## src/rtl/collection_mode_controller_assert.svh

```systemverilog
// assertion macros for the collection mode controller
// no dependencies; included by files that carry concurrent checks
`ifndef COLLECTION_MODE_CONTROLLER_ASSERT_SVH
`define COLLECTION_MODE_CONTROLLER_ASSERT_SVH

`ifndef SYNTH

// check under reset: disabled while arst_n is low
`define CMC_ASSERT(lbl, clk, rst_n, prop, msg) \
	lbl: assert property (@(posedge clk) disable iff (!rst_n) prop) else $error(msg);

// check at every edge, including during reset
`define CMC_ASSERT_ALWAYS(lbl, clk, prop, msg) \
	lbl: assert property (@(posedge clk) prop) else $error(msg);

`else

`define CMC_ASSERT(lbl, clk, rst_n, prop, msg)
`define CMC_ASSERT_ALWAYS(lbl, clk, prop, msg)

`endif

`endif

```

## src/rtl/cmc_pkg.sv

```systemverilog
// shared types, constants and helpers of the collection mode controller
// no dependencies
`default_nettype none

package cmc_pkg;

	// item kinds
	localparam logic [1:0] FUNC_CMD    = 2'd0;
	localparam logic [1:0] FUNC_TICK   = 2'd1;
	localparam logic [1:0] FUNC_SAMPLE = 2'd2;

	// command characters
	localparam logic [7:0] CH_AT    = 8'h40;
	localparam logic [7:0] CH_STOP  = 8'h53;
	localparam logic [7:0] CH_ONE   = 8'h31;
	localparam logic [7:0] CH_TWO   = 8'h32;
	localparam logic [7:0] CH_THREE = 8'h33;
	localparam logic [7:0] CH_FOUR  = 8'h34;
	localparam logic [7:0] CH_ZERO  = 8'h30;
	localparam logic [7:0] CH_NINE  = 8'h39;

	// frame characters
	localparam logic [7:0] FRAME_HEAD  = 8'd65;
	localparam logic [7:0] FRAME_TAIL  = 8'd90;
	localparam logic [7:0] FLAG_LIT    = 8'd97;
	localparam logic [7:0] FLAG_DARK   = 8'd89;
	localparam logic [7:0] SUN_SET_CH  = 8'd115;
	localparam logic [7:0] SUN_RISE_CH = 8'd114;
	localparam logic [7:0] SUN_NONE_CH = 8'd0;

	localparam logic [15:0] BELOW_LIMIT   = 16'd100;
	localparam logic [15:0] THRESH_RESET  = 16'd330;
	localparam logic [15:0] COUNT_MAX     = 16'hFFFF;
	localparam logic [4:0]  FRAME_LAST    = 5'd19;

	// command buffer geometry
	localparam logic [2:0] IDX_THIRD = 3'd2;
	localparam logic [2:0] IDX_SIXTH = 3'd5;

	// mode bits
	localparam int MODE3_BIT = 2;
	localparam int MODE4_BIT = 3;

	// one captured frame, ready to serialize
	typedef struct packed {
		logic [31:0] time_ms;
		logic [15:0] photodiode_level;
		logic [7:0]  thresh_ch;
		logic [7:0]  sun_ch;
		logic [15:0] optics_temp;
		logic [15:0] analog_board_temp;
		logic [15:0] digital_board_temp;
		logic [15:0] analog_supply_current;
		logic [15:0] digital_supply_current;
		logic        collecting;
		logic [3:0]  active_modes;
	} frame_t;

	// ascii decimal digit test
	function automatic logic is_digit(input logic [7:0] c);
		return (c >= CH_ZERO) && (c <= CH_NINE);
	endfunction

	// leading decimal value of up to three digit characters
	function automatic logic [9:0] digits_value(input logic [7:0] c0,
		input logic [7:0] c1, input logic [7:0] c2);
		logic [9:0] d0;
		logic [9:0] d1;
		logic [9:0] d2;
		logic [9:0] v;
		d0 = {6'd0, c0[3:0]};
		d1 = {6'd0, c1[3:0]};
		d2 = {6'd0, c2[3:0]};
		if (!is_digit(c0))
			v = 10'd0;
		else if (!is_digit(c1))
			v = d0;
		else if (!is_digit(c2))
			v = 10'(d0 * 10'd10) + d1;
		else
			v = 10'(d0 * 10'd100) + 10'(d1 * 10'd10) + d2;
		return v;
	endfunction

	// byte k of the telemetry frame
	function automatic logic [7:0] frame_byte_at(input frame_t f, input logic [4:0] k);
		logic [7:0] b;
		case (k)
			5'd0:    b = FRAME_HEAD;
			5'd1:    b = f.time_ms[7:0];
			5'd2:    b = f.time_ms[15:8];
			5'd3:    b = f.time_ms[23:16];
			5'd4:    b = f.time_ms[31:24];
			5'd5:    b = f.photodiode_level[7:0];
			5'd6:    b = f.photodiode_level[15:8];
			5'd7:    b = f.thresh_ch;
			5'd8:    b = f.sun_ch;
			5'd9:    b = f.optics_temp[7:0];
			5'd10:   b = f.optics_temp[15:8];
			5'd11:   b = f.analog_board_temp[7:0];
			5'd12:   b = f.analog_board_temp[15:8];
			5'd13:   b = f.digital_board_temp[7:0];
			5'd14:   b = f.digital_board_temp[15:8];
			5'd15:   b = f.analog_supply_current[7:0];
			5'd16:   b = f.analog_supply_current[15:8];
			5'd17:   b = f.digital_supply_current[7:0];
			5'd18:   b = f.digital_supply_current[15:8];
			default: b = FRAME_TAIL;
		endcase
		return b;
	endfunction

endpackage

`default_nettype wire

```

## src/rtl/cmc_if.sv

```systemverilog
// valid/ready channel interfaces of the collection mode controller
// no dependencies
`default_nettype none

// input item channel
interface cmc_in_if;
	logic        valid;
	logic        ready;
	logic [1:0]  func;
	logic [7:0]  command_char;
	logic [15:0] photodiode_level;
	logic [31:0] time_ms;
	logic [15:0] optics_temp;
	logic [15:0] analog_board_temp;
	logic [15:0] digital_board_temp;
	logic [15:0] analog_supply_current;
	logic [15:0] digital_supply_current;

	modport source (output valid, func, command_char, photodiode_level, time_ms,
		optics_temp, analog_board_temp, digital_board_temp,
		analog_supply_current, digital_supply_current, input ready);
	modport sink (input valid, func, command_char, photodiode_level, time_ms,
		optics_temp, analog_board_temp, digital_board_temp,
		analog_supply_current, digital_supply_current, output ready);
endinterface

// frame byte channel
interface cmc_out_if;
	logic       valid;
	logic       ready;
	logic [7:0] frame_byte;
	logic       last_of_frame;
	logic       collecting;
	logic [3:0] active_modes;

	modport source (output valid, frame_byte, last_of_frame, collecting, active_modes,
		input ready);
	modport sink (input valid, frame_byte, last_of_frame, collecting, active_modes,
		output ready);
endinterface

// threshold register write channel
interface cmc_cfg_if;
	logic        valid;
	logic        ready;
	logic [15:0] dark_threshold;

	modport source (output valid, dark_threshold, input ready);
	modport sink (input valid, dark_threshold, output ready);
endinterface

`default_nettype wire

```

## src/rtl/collection_mode_controller.sv

```systemverilog
// collection mode controller top level: command decode, mode state, frame serializer
// depends on cmc_pkg, cmc_if and collection_mode_controller_assert.svh
//
// channel | modport | beat
// --------+---------+------------------------------------------------------
// item    | sink    | command byte, one-second tick or sample set
// result  | source  | one telemetry frame byte with last/collecting/modes
// cfg     | sink    | dark_threshold write, always ready
//
// command bytes and ticks update state on acceptance
// a sample set is captured on acceptance and moves to the serializer once it is free;
// its 20 bytes follow one per cycle while result.ready is high; the byte serializer
// sets the sustained sample rate, and one frame can wait while the previous one
// is sent; while a frame waits and the serializer is busy, every item kind is held
// off until the last byte is taken
// reset clears mode state and counters and sets the threshold to 330; the command
// buffer is not reset; a stalled result holds until taken
`default_nettype none

`include "collection_mode_controller_assert.svh"

module collection_mode_controller (
	input  wire logic clk,
	input  wire logic arst_n,
	cmc_in_if.sink    item,
	cmc_out_if.source result,
	cmc_cfg_if.sink   cfg
);
	import cmc_pkg::*;

	// state
	logic [15:0] thresh_q;
	logic        collect_q;
	logic [3:0]  mode_q;
	logic [15:0] elapsed_q;
	logic [9:0]  limit_q;
	logic [15:0] below_q;
	logic [1:0]  sun_q;
	logic [2:0]  cmd_idx_q;
	logic [7:0]  cmd_buf_q [6];

	// captured frame and serializer
	logic        frame_vld_s1;
	frame_t      frame_s1;
	frame_t      frame_q;
	logic        busy_q;
	logic [4:0]  byte_idx_q;

	logic        item_fire;
	logic        out_fire;
	logic        last_byte;
	logic        load_ser;

	// next state
	logic        chk_collect;
	logic [3:0]  chk_mode;
	logic [9:0]  chk_limit;
	logic        nxt_collect;
	logic [3:0]  nxt_mode;
	logic [15:0] nxt_elapsed;
	logic [9:0]  nxt_limit;
	logic [15:0] nxt_below;
	logic [1:0]  nxt_sun;
	logic [2:0]  nxt_idx;
	logic        buf_wr;
	logic        full3;
	logic        full6;
	logic        lit;
	frame_t      new_frame;

	// handshakes
	assign out_fire  = busy_q && result.ready;
	assign last_byte = (byte_idx_q == FRAME_LAST);
	assign load_ser  = frame_vld_s1 && (!busy_q || (out_fire && last_byte));
	assign item.ready = !frame_vld_s1 || load_ser;
	assign item_fire = item.valid && item.ready;
	assign cfg.ready = 1'b1;

	// stop checks, then the item's own effect
	always_comb begin
		chk_collect = collect_q;
		chk_mode    = mode_q;
		chk_limit   = limit_q;
		if (mode_q[MODE3_BIT] && (below_q >= BELOW_LIMIT)) begin
			chk_collect         = 1'b0;
			chk_mode[MODE3_BIT] = 1'b0;
		end
		if (mode_q[MODE4_BIT] && (elapsed_q >= {6'd0, limit_q})) begin
			chk_collect         = 1'b0;
			chk_mode[MODE4_BIT] = 1'b0;
			chk_limit           = 10'd0;
		end

		nxt_collect = chk_collect;
		nxt_mode    = chk_mode;
		nxt_limit   = chk_limit;
		nxt_elapsed = elapsed_q;
		nxt_below   = below_q;
		nxt_sun     = sun_q;
		nxt_idx     = cmd_idx_q;
		buf_wr      = 1'b0;
		full3       = (cmd_idx_q == IDX_THIRD) && (item.command_char != CH_FOUR);
		full6       = (cmd_idx_q == IDX_SIXTH);
		lit         = (item.photodiode_level >= thresh_q);

		unique case (item.func)
			FUNC_CMD: begin
				buf_wr  = 1'b1;
				nxt_idx = (full3 || full6) ? 3'd0 : cmd_idx_q + 3'd1;
				if (full6) begin
					// timed mode with decimal limit
					nxt_limit   = digits_value(cmd_buf_q[3], cmd_buf_q[4],
						item.command_char);
					nxt_elapsed = 16'd0;
					nxt_collect = 1'b1;
					nxt_mode[MODE4_BIT] = 1'b1;
				end else if (full3) begin
					if (cmd_buf_q[1] == CH_STOP) begin
						nxt_collect = 1'b0;
						nxt_mode    = chk_mode & 4'b0100;
						nxt_sun     = {sun_q[0], sun_q[1]};
					end else if (cmd_buf_q[0] == CH_AT) begin
						case (item.command_char)
							CH_ONE: begin
								nxt_elapsed = 16'd0;
								nxt_collect = 1'b1;
								nxt_mode[0] = 1'b1;
							end
							CH_TWO: begin
								nxt_elapsed = 16'd0;
								nxt_collect = 1'b1;
								nxt_mode[1] = 1'b1;
							end
							CH_THREE: begin
								nxt_elapsed = 16'd0;
								nxt_collect = 1'b1;
								nxt_mode[MODE3_BIT] = 1'b1;
							end
							default: ;
						endcase
					end
				end
			end
			FUNC_TICK: begin
				if (elapsed_q != COUNT_MAX)
					nxt_elapsed = elapsed_q + 16'd1;
			end
			FUNC_SAMPLE: begin
				if (lit)
					nxt_below = 16'd0;
				else if (below_q != COUNT_MAX)
					nxt_below = below_q + 16'd1;
			end
			default: ;
		endcase
	end

	// frame content of a sample beat
	always_comb begin
		new_frame.time_ms                = item.time_ms;
		new_frame.photodiode_level       = item.photodiode_level;
		new_frame.thresh_ch              = lit ? FLAG_LIT : FLAG_DARK;
		new_frame.sun_ch                 = sun_q[0] ? SUN_SET_CH :
			(sun_q[1] ? SUN_RISE_CH : SUN_NONE_CH);
		new_frame.optics_temp            = item.optics_temp;
		new_frame.analog_board_temp      = item.analog_board_temp;
		new_frame.digital_board_temp     = item.digital_board_temp;
		new_frame.analog_supply_current  = item.analog_supply_current;
		new_frame.digital_supply_current = item.digital_supply_current;
		new_frame.collecting             = chk_collect;
		new_frame.active_modes           = chk_mode;
	end

	// mode and counter registers
	always_ff @(posedge clk or negedge arst_n) begin
		if (!arst_n) begin
			thresh_q  <= THRESH_RESET;
			collect_q <= 1'b0;
			mode_q    <= 4'd0;
			elapsed_q <= 16'd0;
			limit_q   <= 10'd0;
			below_q   <= 16'd0;
			sun_q     <= 2'd0;
			cmd_idx_q <= 3'd0;
		end else begin
			if (cfg.valid)
				thresh_q <= cfg.dark_threshold;
			if (item_fire) begin
				collect_q <= nxt_collect;
				mode_q    <= nxt_mode;
				elapsed_q <= nxt_elapsed;
				limit_q   <= nxt_limit;
				below_q   <= nxt_below;
				sun_q     <= nxt_sun;
				cmd_idx_q <= nxt_idx;
			end
		end
	end

	// command buffer, written without reset
	always_ff @(posedge clk) begin
		if (item_fire && buf_wr)
			cmd_buf_q[cmd_idx_q] <= item.command_char;
	end

	// captured frame waiting for the serializer
	always_ff @(posedge clk or negedge arst_n) begin
		if (!arst_n)
			frame_vld_s1 <= 1'b0;
		else if (item_fire && (item.func == FUNC_SAMPLE))
			frame_vld_s1 <= 1'b1;
		else if (load_ser)
			frame_vld_s1 <= 1'b0;
	end

	always_ff @(posedge clk) begin
		if (item_fire && (item.func == FUNC_SAMPLE))
			frame_s1 <= new_frame;
		if (load_ser)
			frame_q <= frame_s1;
	end

	// byte serializer control
	always_ff @(posedge clk or negedge arst_n) begin
		if (!arst_n) begin
			busy_q     <= 1'b0;
			byte_idx_q <= 5'd0;
		end else if (load_ser) begin
			busy_q     <= 1'b1;
			byte_idx_q <= 5'd0;
		end else if (out_fire) begin
			if (last_byte)
				busy_q <= 1'b0;
			else
				byte_idx_q <= byte_idx_q + 5'd1;
		end
	end

	// result beat
	assign result.valid         = busy_q;
	assign result.frame_byte    = frame_byte_at(frame_q, byte_idx_q);
	assign result.last_of_frame = last_byte;
	assign result.collecting    = frame_q.collecting;
	assign result.active_modes  = frame_q.active_modes;

	// checks
	`CMC_ASSERT(a_tail_on_last, clk, arst_n,
		(result.valid && result.last_of_frame) |-> (result.frame_byte == FRAME_TAIL),
		"last frame byte is not the tail character")
	`CMC_ASSERT(a_pending_holds, clk, arst_n,
		(frame_vld_s1 && !load_ser) |=> frame_vld_s1,
		"waiting frame dropped before the serializer took it")
	`CMC_ASSERT(a_idx_in_frame, clk, arst_n,
		busy_q |-> (byte_idx_q <= FRAME_LAST),
		"byte index ran past the frame")
	`CMC_ASSERT(a_collect_has_mode, clk, arst_n,
		collect_q |-> (mode_q != 4'd0),
		"collecting with no active mode")
	`CMC_ASSERT_ALWAYS(a_cmd_idx_range, clk,
		!arst_n || (cmd_idx_q <= IDX_SIXTH),
		"command index out of range")

endmodule

`default_nettype wire
```

## src/flat_wrapper.sv

```systemverilog
// flat-port wrapper written by rule: the top's interface ports become plain ports
module collection_mode_controller_flat import cmc_pkg::*;
  (clk, arst_n, item_valid, item_func, item_command_char, item_photodiode_level, item_time_ms, item_optics_temp, item_analog_board_temp, item_digital_board_temp, item_analog_supply_current, item_digital_supply_current, item_ready, result_valid, result_frame_byte, result_last_of_frame, result_collecting, result_active_modes, result_ready, cfg_valid, cfg_dark_threshold, cfg_ready);
  cmc_in_if item_i ();
  cmc_out_if result_i ();
  cmc_cfg_if cfg_i ();
  input  wire logic clk;
  input  wire logic arst_n;
  input wire logic [$bits(item_i.valid)-1:0] item_valid;
  input wire logic [$bits(item_i.func)-1:0] item_func;
  input wire logic [$bits(item_i.command_char)-1:0] item_command_char;
  input wire logic [$bits(item_i.photodiode_level)-1:0] item_photodiode_level;
  input wire logic [$bits(item_i.time_ms)-1:0] item_time_ms;
  input wire logic [$bits(item_i.optics_temp)-1:0] item_optics_temp;
  input wire logic [$bits(item_i.analog_board_temp)-1:0] item_analog_board_temp;
  input wire logic [$bits(item_i.digital_board_temp)-1:0] item_digital_board_temp;
  input wire logic [$bits(item_i.analog_supply_current)-1:0] item_analog_supply_current;
  input wire logic [$bits(item_i.digital_supply_current)-1:0] item_digital_supply_current;
  output wire logic [$bits(item_i.ready)-1:0] item_ready;
  output wire logic [$bits(result_i.valid)-1:0] result_valid;
  output wire logic [$bits(result_i.frame_byte)-1:0] result_frame_byte;
  output wire logic [$bits(result_i.last_of_frame)-1:0] result_last_of_frame;
  output wire logic [$bits(result_i.collecting)-1:0] result_collecting;
  output wire logic [$bits(result_i.active_modes)-1:0] result_active_modes;
  input wire logic [$bits(result_i.ready)-1:0] result_ready;
  input wire logic [$bits(cfg_i.valid)-1:0] cfg_valid;
  input wire logic [$bits(cfg_i.dark_threshold)-1:0] cfg_dark_threshold;
  output wire logic [$bits(cfg_i.ready)-1:0] cfg_ready;
  assign item_i.valid = item_valid;
  assign item_i.func = item_func;
  assign item_i.command_char = item_command_char;
  assign item_i.photodiode_level = item_photodiode_level;
  assign item_i.time_ms = item_time_ms;
  assign item_i.optics_temp = item_optics_temp;
  assign item_i.analog_board_temp = item_analog_board_temp;
  assign item_i.digital_board_temp = item_digital_board_temp;
  assign item_i.analog_supply_current = item_analog_supply_current;
  assign item_i.digital_supply_current = item_digital_supply_current;
  assign item_ready = item_i.ready;
  assign result_valid = result_i.valid;
  assign result_frame_byte = result_i.frame_byte;
  assign result_last_of_frame = result_i.last_of_frame;
  assign result_collecting = result_i.collecting;
  assign result_active_modes = result_i.active_modes;
  assign result_i.ready = result_ready;
  assign cfg_i.valid = cfg_valid;
  assign cfg_i.dark_threshold = cfg_dark_threshold;
  assign cfg_ready = cfg_i.ready;
  collection_mode_controller u_core (.clk(clk), .arst_n(arst_n), .item(item_i), .result(result_i), .cfg(cfg_i));
endmodule
```

## config.mk

```make
export PLATFORM = sky130hd
export DESIGN_NAME = collection_mode_controller_flat
export DESIGN_NICKNAME = d
export VERILOG_FILES = /design/src/rtl/cmc_pkg.sv /design/src/rtl/cmc_if.sv /design/src/rtl/collection_mode_controller.sv /design/src/flat_wrapper.sv
export VERILOG_INCLUDE_DIRS = /design/src /design/src/rtl
export SDC_FILE = /design/constraint.sdc
export NUM_CORES = 1
export LEC_CHECK = 0
export BUFFER_PORTS_ARGS = -buffer_cell sky130_fd_sc_hd__buf_2
export CELL_PAD_IN_SITES_DETAIL_PLACEMENT = 0
export CELL_PAD_IN_SITES_GLOBAL_PLACEMENT = 1
export CORE_UTILIZATION = 25
export DETAILED_ROUTE_END_ITERATION = 8
export PLACE_DENSITY_LB_ADDON = 0.08
export SETUP_SLACK_MARGIN = 0.02
export SYNTH_ARGS = -nofsm -noshare
export SYNTH_HDL_FRONTEND = slang
export SYNTH_SLANG_ARGS = --single-unit
```

## constraint.sdc

```tcl
create_clock -name clk -period 9.65 [get_ports clk]
set_clock_uncertainty 0.05 [all_clocks]
set_input_delay 0 -clock clk [delete_from_list [all_inputs] [get_ports clk]]
set_output_delay 0 -clock clk [all_outputs]
set_load 0.01 [all_outputs]
```

# ---- Word-level counts from Yosys, hierarchy flattened
# Memory sizes are Yosys's and may differ from the RTL's.
# Index checks and enable logic that the tools add are counted.
dict set report op_classes {
  add_sub_neg 7
  multipliers 3
  magnitude_cmp 9
  eq_ne 37
  muxes 50
  bitwise 1
  n_reduce_logical 36
}
# op count
set op_table {}
lappend op_table {{one-hot mux 8 bit (19 select lines)} 1}
lappend op_table {{two-way mux 16 bit} 8}
lappend op_table {{two-way mux 10 bit} 6}
lappend op_table {{== test 5 x 4 -> 1 bit (second input constant)} 8}
lappend op_table {{adder 16 x 1 -> 16 bit (second input constant)} 2}
lappend op_table {{!= test 16 bit (second input constant)} 2}
lappend op_table {{one-hot mux 16 bit (2 select lines)} 1}
lappend op_table {{== test 8 x 6 -> 1 bit (second input constant)} 3}
lappend op_table {{greater-or-equal comparator 8 x 6 -> 1 bit (second input constant)} 3}
lappend op_table {{less-or-equal comparator 8 x 6 -> 1 bit (second input constant)} 3}
lappend op_table {{two-way mux 1 bit} 23}
lappend op_table {{== test 5 x 3 -> 1 bit (second input constant)} 4}
lappend op_table {{== test 5 bit (second input constant)} 4}
lappend op_table {{== test 8 x 7 -> 1 bit (second input constant)} 2}
lappend op_table {{greater-or-equal comparator 16 x 10 -> 1 bit} 1}
lappend op_table {{greater-or-equal comparator 16 bit} 1}
lappend op_table {{greater-or-equal comparator 16 x 7 -> 1 bit (second input constant)} 1}
lappend op_table {{nonzero test 2 bit} 8}
lappend op_table {{two-way mux 5 bit} 3}
lappend op_table {{multiplier 4 x 3 -> 7 bit (second input constant)} 2}
lappend op_table {{logical AND 1 bit} 12}
lappend op_table {{two-way mux 3 bit} 4}
lappend op_table {{AND reduction 6 bit} 2}
lappend op_table {{adder 10 x 4 -> 10 bit} 1}
lappend op_table {{other kinds (29)} 38}
dict set report word_totals {
  ff_bits 373
  ram_bits 48
  out_inout_bits 17
  elab_cells 179
  n_memories 1
}
# memory depth word_bits read_ports rd_ports_with_merged_regs wr line_no
set memory_table {}
lappend memory_table {u_core.cmd_buf_q 6 8 4 0 1 collection_mode_controller.sv:40} ;# logic [7:0] cmd_buf_q [6];

# ---- Longest topological paths before layout
# Gate-level depths: netlist (run 1).
dict set report logic_depth {
  word_depth 10
  ltp_mapped 12
}

# ---- Worst setup path after synthesis (run 1)
# Ideal clock, no wire load.
dict set report synth_path {
  path_type {register to register}
  startpoint {reg u_core.byte_idx_q[0]}
  endpoint {reg u_core.frame_q[101] (netlist bit) (enable)}
  arrival_time_ns 7.264
  slack_ns 1.685
  stages_incl_launch_ff 8
  synth_period_minus_slack_ns 7.965
  path_cell_list {dfrtp_1 ha_1 nand2b_1 or2_1 buf_6 clkinv_8 a21boi_0 nor2b_1}
}
dict set report synth_via {
  elab_chain_len 4
}
# item line_no
set synth_lines {}
lappend synth_lines {{start, declared} collection_mode_controller.sv:47} ;# logic [4:0] byte_idx_q;
lappend synth_lines {{start signal, assigned} collection_mode_controller.sv:235} ;# byte_idx_q <= byte_idx_q + 5'd1;
lappend synth_lines {{== test 5 bit} collection_mode_controller.sv:73} ;# assign last_byte = (byte_idx_q == FRAME_LAST);
lappend synth_lines {{net result_last_of_frame} flat_wrapper.sv:22} ;# output wire logic [$bits(result_i.last_of_frame)-1:0] result_last_of_frame;
lappend synth_lines {{logical AND 1 bit} collection_mode_controller.sv:74} ;# assign load_ser = frame_vld_s1 && (!busy_q || (out_fire && last_byte));
lappend synth_lines {{logical OR 1 bit} collection_mode_controller.sv:74}
lappend synth_lines {{logical AND 1 bit} collection_mode_controller.sv:74}
lappend synth_lines {{net u_core.load_ser} collection_mode_controller.sv:52} ;# logic load_ser;
lappend synth_lines {{end signal, assigned} collection_mode_controller.sv:220} ;# frame_q <= frame_s1;
lappend synth_lines {{end, declared} collection_mode_controller.sv:45} ;# frame_t frame_q;
# The timed path passes the listed nets, and every way through them passes these cells.
# A chain may end at the register's enable or synchronous reset.

# ---- Worst setup path after layout (run 1)
dict set report layout_path {
  startpoint {reg u_core.byte_idx_q[0]}
  endpoint {reg u_core.below_q[13]}
}
dict set report layout_via {
  elab_chain_len 7
}
# item line_no
set layout_lines {}
lappend layout_lines {{== test 5 bit} collection_mode_controller.sv:73}
lappend layout_lines {{logical AND 1 bit} collection_mode_controller.sv:74}
lappend layout_lines {{logical OR 1 bit} collection_mode_controller.sv:74}
lappend layout_lines {{logical AND 1 bit} collection_mode_controller.sv:74}
lappend layout_lines {{logical OR 1 bit} collection_mode_controller.sv:75} ;# assign item.ready = !frame_vld_s1 || load_ser;
lappend layout_lines {{logical AND 1 bit} collection_mode_controller.sv:76} ;# assign item_fire = item.valid && item.ready;
lappend layout_lines {{AND reduction 3 bit (no source line)} n/a}
lappend layout_lines {{end signal, assigned} collection_mode_controller.sv:193} ;# below_q <= nxt_below;
lappend layout_lines {{end, declared} collection_mode_controller.sv:37} ;# logic [15:0] below_q;
# Every way passes these cells.

==> results.tsv, run 1 <==
metric	value	unit
outcome	completed	
die_height	256	µm
n_antenna_cell	0	
wl	46200	µm
cap_violations	0	
ys_seq_area_share	68.7	%
cts_max_path_buffers	3	
cts-root-buf	clkbuf_16	
path_cells	ha_1 > nand2b_1 > or2_1 > clkinv_8 > a21o_2 > nand3_2 > inv_6 > buf_4 > nand3_1 > or3_1 > a21oi_1	
antenna_found_initial	3	
synth_largest_area_cell	edfxtp_1	
dp.cells	2117	
cts_tree	done	
yosys.area_share.simple	9.46	%
syn_to_final_growth	33.4	%
rsz0062_at_grt	no	
syn_avg_cell_area	14.3	µm²
period_minus_slack	3.86	ns
hold_viol	0	
drc	0	
vdd_drop_max	110	µV
dp_hpwl	31000	µm
start_kind	flip-flop	
holdCritPathClass	in -> reg	
synth_compound_area_share	9.69	%
synthFlopType	edfxtp_1	
port_buffers	174	
setup_tns	0	ns
critical-path-slowest-cell	buf_4	
pre_cts_slack	5.66	ns
initial_core_util	25.4	%
drt_first_iter_violations	514	
io_pins	176	
htree_num_levels	2	
worstSetupPathType	reg -> reg	
synth-xor-area-share	1.25	%
synth_area	0.0161	mm²
p_leak	8.11	nW
reg2reg_from	u_core.byte_idx_q[0]	
worstPathArrival	4.30	ns
crit_fanout	84	
required	10.09	ns
grt_pass1_vias	11100	
wl_per_cell	19.3	µm
synth_top_family_by_area	compound AO/OA/AOI/OAI gates	
coreArea	0.0634	mm²
crit_family	buffers and inverters	
rows	92	
post_cts_resized	0	
fmax	259	MHz
synth_area_leaders	edfxtp_1 57%, dfrtp_1 11%, ha_1 5.7%, nand2_1 2.2%, o21ai_0 1.8%	
synthDistinctLibCells	81	
layout_setup_ws	5.79	ns
synthAdderAreaFrac	6.54	%
slowest_delay	0.76	ns
crit_buf_inv	3	
power.density	218	mW/mm²
synthTopCellsByCount	306 x edfxtp_1, 94 x nand2_1, 73 x ha_1	
cts_made_buffers	46	
grt_pass1_wl	69600	µm
via_per_inst	4.40	
drv_slew	0	
synthMuxAreaShare	1.72	%
gp_congestion	0.713	
setup_viol_count_final	0	
first_pass_iters	5	
synth_enable_flop_cells	306	
ant_nets	0	
die_area	0.0655	mm²
drive_above_1_share	18.4	%
path_clk_slew	0.06	ns
synth_async_sr_flop_share	19.7	%
slew_headroom	28.1	%
synth.top_cell.area_share	57.0	%
ys_ff_latch	381	
startpoint	u_core.byte_idx_q[0]	
power.total	0.00468	W
nNetsFinal	1749	
synthMostInstantiatedCell	edfxtp_1	
clock_latency	0.58	ns
tightestPinTransition	1.07	ns
grt_max_degree	139	
overflow	0	
endpoint_kind	flip-flop	
ys_warn_count	0	
min_from	item_analog_supply_current[1]	
clock_sinks	381	
grt_usage	14.1	%
fin_area	0.0215	mm²
syn_nets	1366	
stdcell_count	2393	
placed_area	0.0180	mm²
synthCells	1127	
period_share	40.0	%
die_x	256	µm
vias	10500	
[kinds of logic after synthesis]
logic type | after synthesis
buf+inv | 98
compound gates | 220
other cells | 1
flops | 381
simple gates | 298
mux | 26
xor+xnor | 23
fa+ha+maj | 80
[placed cells by master, fill, tap and decap left out, types with 10 or more instances in the layout]
cell type,count
dlygate4sd3_1,191
nand2_1,94
dfrtp_1,71
nand3_1,27
a21oi_1,30
edfxtp_1,306
inv_1,51
clkbuf_16,46
nand4_1,19
clkinv_1,10
buf_2,173
nor2_1,53
and3_1,19
xnor2_1,11
xor2_1,12
mux2i_1,22
o21ai_0,59
a221oi_1,13
ha_1,73
buf_4,14
a22o_1,12
[metrics by stage]
stage	hold WS (ns)	util, %
after floorplan	-0.346	-
after global placement	-0.161	28.3
after detailed placement	-0.159	28.3
after CTS	0.0265	33.9
after global routing	0.0520	33.9
final	0.0704	33.9
[worst register-to-register path: stages, from the launching register on]
cell      delay (ns)
dfrtp_1         0.41
ha_1            0.20
nand2b_1        0.11
or2_1           0.38
clkinv_8        0.11
a21o_2          0.20
nand3_2         0.20
inv_6           0.64
buf_4           0.77
nand3_1         0.19
or3_1           0.38
a21oi_1         0.14
[metal layers]
layer / vias to the layer above / routed length (µm) / track usage (%)
met4: 2 / 735 / 3.48
met1: 5220 / 21800 / 19.2
met2: 179 / 22100 / 23.2
met3: 49 / 1570 / 2.48
li1: 5073 / - / -
met5: - / 11 / 0
[flip-flops by register name, summed over array words and instances, names as in the netlist, 4 cells and up]
name / flops
u_core.cmd_buf_q: 32
u_core.limit_q: 10
u_core.elapsed_q: 16
u_core.frame_s1: 137
u_core.byte_idx_q: 5
u_core.frame_q: 132
u_core.below_q: 16
u_core.result.active_modes: 4
u_core.thresh_q: 16
u_core.mode_q: 4
[power by group]
group	total, W	internal (W)	leakage (nW)	switching (W)
registers	0.00194	0.00187	3.70	0.0000687
logic	0.000912	0.000345	3.63	0.000567
clock network	0.00183	0.00111	0.779	0.000719
total	0.00468	0.00332	8.11	0.00136
[worst paths after layout]
check	endpoint	slack (ns)	cells after the start
min in group asynchronous	u_core.thresh_q[8]	0.42	3
max in group asynchronous	u_core.thresh_q[12]	8.02	4
max	u_core.below_q[13]	5.79	11
max reg2reg	u_core.below_q[13]	5.79	11
min reg2reg	u_core.frame_q[144]	0.36	0
min	u_core.frame_s1[22]	0.07	2
[layout make-up]
class	instances	area, µm²
clock inverters	33	430
fillers	6291	41900
inverters	54	220
clock buffers	52	1180
well taps	846	1060
flip-flops and latches	381	11100
repair buffers	379	2900
multi-input cells	648	4640
[timing repair]
action                                 in CTS  in global routing
setup buffers                               0                  0
setup endpoints to repair                   0                  0
endpoints found under the hold margin     278                  0
hold buffers                              191                  0
Power figures use the tool's default switching activity.
==> run 2, diff against run 1 <==
clock period = 3.4 ns   (was 9.65 ns; I/O delays follow)
==> run 2 against run 1 <==
Against the previous run:
- power rose to 2.9 times the previous value
- clock-buffer cell count is 5 higher
- clock power rose to 2.9 times the previous value
- final area is 1.4% higher
- largest power group unchanged
==> results.tsv, run 2 (synthesis gave the netlist of run 1 again) <==
metric	value	unit	change
overflow	0		unchanged
wl	46700	µm	was 46200 µm
drv_slew	0		unchanged
die_x	256	µm	unchanged
period_share	93.2	%	
p_leak	8.27	nW	was 8.11 nW
initial_core_util	25.4	%	unchanged
fmax	315	MHz	
fin_area	0.0218	mm²	was 0.0215 mm²
gp_congestion	0.725		was 0.713
start_kind	flip-flop		unchanged
antenna_found_initial	3		unchanged
hold_viol	0		unchanged
rsz0062_at_grt	no		unchanged
setup_viol_count_final	0		unchanged
period_minus_slack	3.17	ns	
vdd_drop_max	268	µV	was 110 µV
top_regs	u_core.frame_s1 (137), u_core.frame_q (132), u_core.cmd_buf_q (32)		unchanged
nNetsFinal	1773		was 1749
htree_num_levels	2		unchanged
drive_above_1_share	19.6	%	was 18.4%
cap_violations	0		unchanged
clock_latency	0.59	ns	was 0.58 ns
io_pins	176		unchanged
grt_pass1_wl	70500	µm	was 69600 µm
vias	10600		was 10500
required	3.35	ns	was 10.09 ns
grt_max_degree	51		was 139
layout_commonest_cell	edfxtp_1		unchanged
rows	92		unchanged
wl_per_cell	19.3	µm	about the same
coreArea	0.0634	mm²	unchanged
drt_first_iter_violations	565		was 514
cts_made_buffers	47		was 46
path_clk_slew	0.06	ns	about the same
tightestPinTransition	0.784	ns	was 1.07 ns
grt_usage	14.3	%	was 14.1%
grt_pass1_vias	11200		was 11100
endpoint_kind	primary output		was flip-flop
port_buffers	174		unchanged
first_pass_iters	7		was 5
worstSetupPathType	reg -> out		was reg -> reg
slew_headroom	47.5	%	was 28.1%
clock_sinks	381		unchanged
power.density	618	mW/mm²	was 218 mW/mm²
cts-root-buf	clkbuf_16		unchanged
crit_fanout	13		was 84
top_register	u_core.frame_s1		unchanged
dp_hpwl	32600	µm	was 31000 µm
placed_area	0.0182	mm²	was 0.0180 mm²
outcome	completed		unchanged
largest_reg_flops	137		unchanged
final_util	34.4	%	was 33.9%
die_height	256	µm	unchanged
cts_tree	done		unchanged
holdCritPathClass	in -> reg		unchanged
ant_nets	0		unchanged
syn_to_final_growth	35.2	%	was 33.4%
die_area	0.0655	mm²	unchanged
cts_max_path_buffers	3		unchanged
drc	0		unchanged
worstPathArrival	3.12	ns	was 4.30 ns
nFillCells	6211		was 6291
via_per_inst	4.40		about the same
layout_common_cells	306 x edfxtp_1, 190 x dlygate4sd3_1, 173 x buf_2, 94 x nand2_1, 72 x ha_1		was 306 x edfxtp_1, 191 x dlygate4sd3_1, 173 x buf_2, 94 x nand2_1, 73 x ha_1
-- run 2: cell count changes in the layout (fill, tap and decap cells not counted), moves of 2 or more --
| cell | before | now |
|---|---|---|
| buf_12 | 1 | 7 |
| buf_4 | 14 | 32 |
| clkbuf_1 | 5 | 10 |
| clkinv_2 | 9 | 6 |
| clkinvlp_4 | 3 | 1 |
-- run 2: critical path, cell delays in order (launching register included) --
cell,delay (ns)
dfrtp_1,0.42
ha_2,0.20
buf_4,0.20
and3_1,0.20
ha_1,0.40
a221o_1,0.46
a221oi_1,0.34
o211ai_1,0.14
buf_2,0.19
-- run 2: cell type report --
cell class | count | area [µm²] | share of cell area [%]
Sequential cell | 381 | 11100 | 50.8
Multi-Input combinational cell | 648 | 4650 | 21.3
Timing Repair Buffer | 402 | 3150 | 14.4
Clock buffer | 57 | 1210 | 5.57
Tap cell | 846 | 1060 | 4.86
Clock inverter | 29 | 432 | 1.98
Inverter | 54 | 220 | 1.01
Antenna cell | 1 | 2.50 | 0.0115
-- run 2: power breakdown --
group / internal, W / switching, W
registers: 0.00532 / 0.000186
logic: 0.00102 / 0.00163
clock network: 0.00325 / 0.00206
total: 0.00959 / 0.00388
-- run 2: path summary, 6_finish.rpt --
| path | startpoint | end | slack [ns] | depth (start not counted) |
|---|---|---|---|---|
| worst max-delay path | u_core.byte_idx_q[1] | result_frame_byte[0] | 0.23 | 8 |
| worst min-delay path | item_valid | u_core.mode_q[3] | 0.05 | 5 |
| worst max register to register | u_core.cmd_buf_q[4][1] | u_core.limit_q[9] | 0.27 | 11 |
| worst min register to register | u_core.frame_s1[3] | u_core.result.active_modes[3] | 0.34 | 0 |
| max in group asynchronous | arst_n | u_core.thresh_q[0] | 1.64 | 4 |
| min in group asynchronous | arst_n | u_core.thresh_q[10] | 0.51 | 3 |
-- run 2: routing by layer --
layer	GRT usage (%)	part of all wire (%)
met5	0	0.036
met1	19.1	46
met3	2.23	3.6
met2	23.6	48
met4	4.57	2.4
-- run 2: timing repair --
action	CTS	global route
gates cloned	0	0
endpoints found under the hold margin	257	0
setup buffers	0	0
hold buffers	190	0
setup endpoints to repair	1	1
pin swaps	0	0
gates resized for setup	1	1
-- run 2: per-stage QoR --
stage                     instances  setup TNS, ns  setup slack (ns)  power [W]  hold WS, ns
after floorplan                1127         -41.53            -0.302    0.00696       -0.346
after global placement         2141              0             0.256    0.00815        0.100
after detailed placement       2141              0             0.239    0.00814       0.0876
after CTS                      2417              0            0.0764     0.0137       0.0213
after global routing           2417              0            0.0351     0.0141       0.0430
final                          2418              0             0.230     0.0135       0.0530
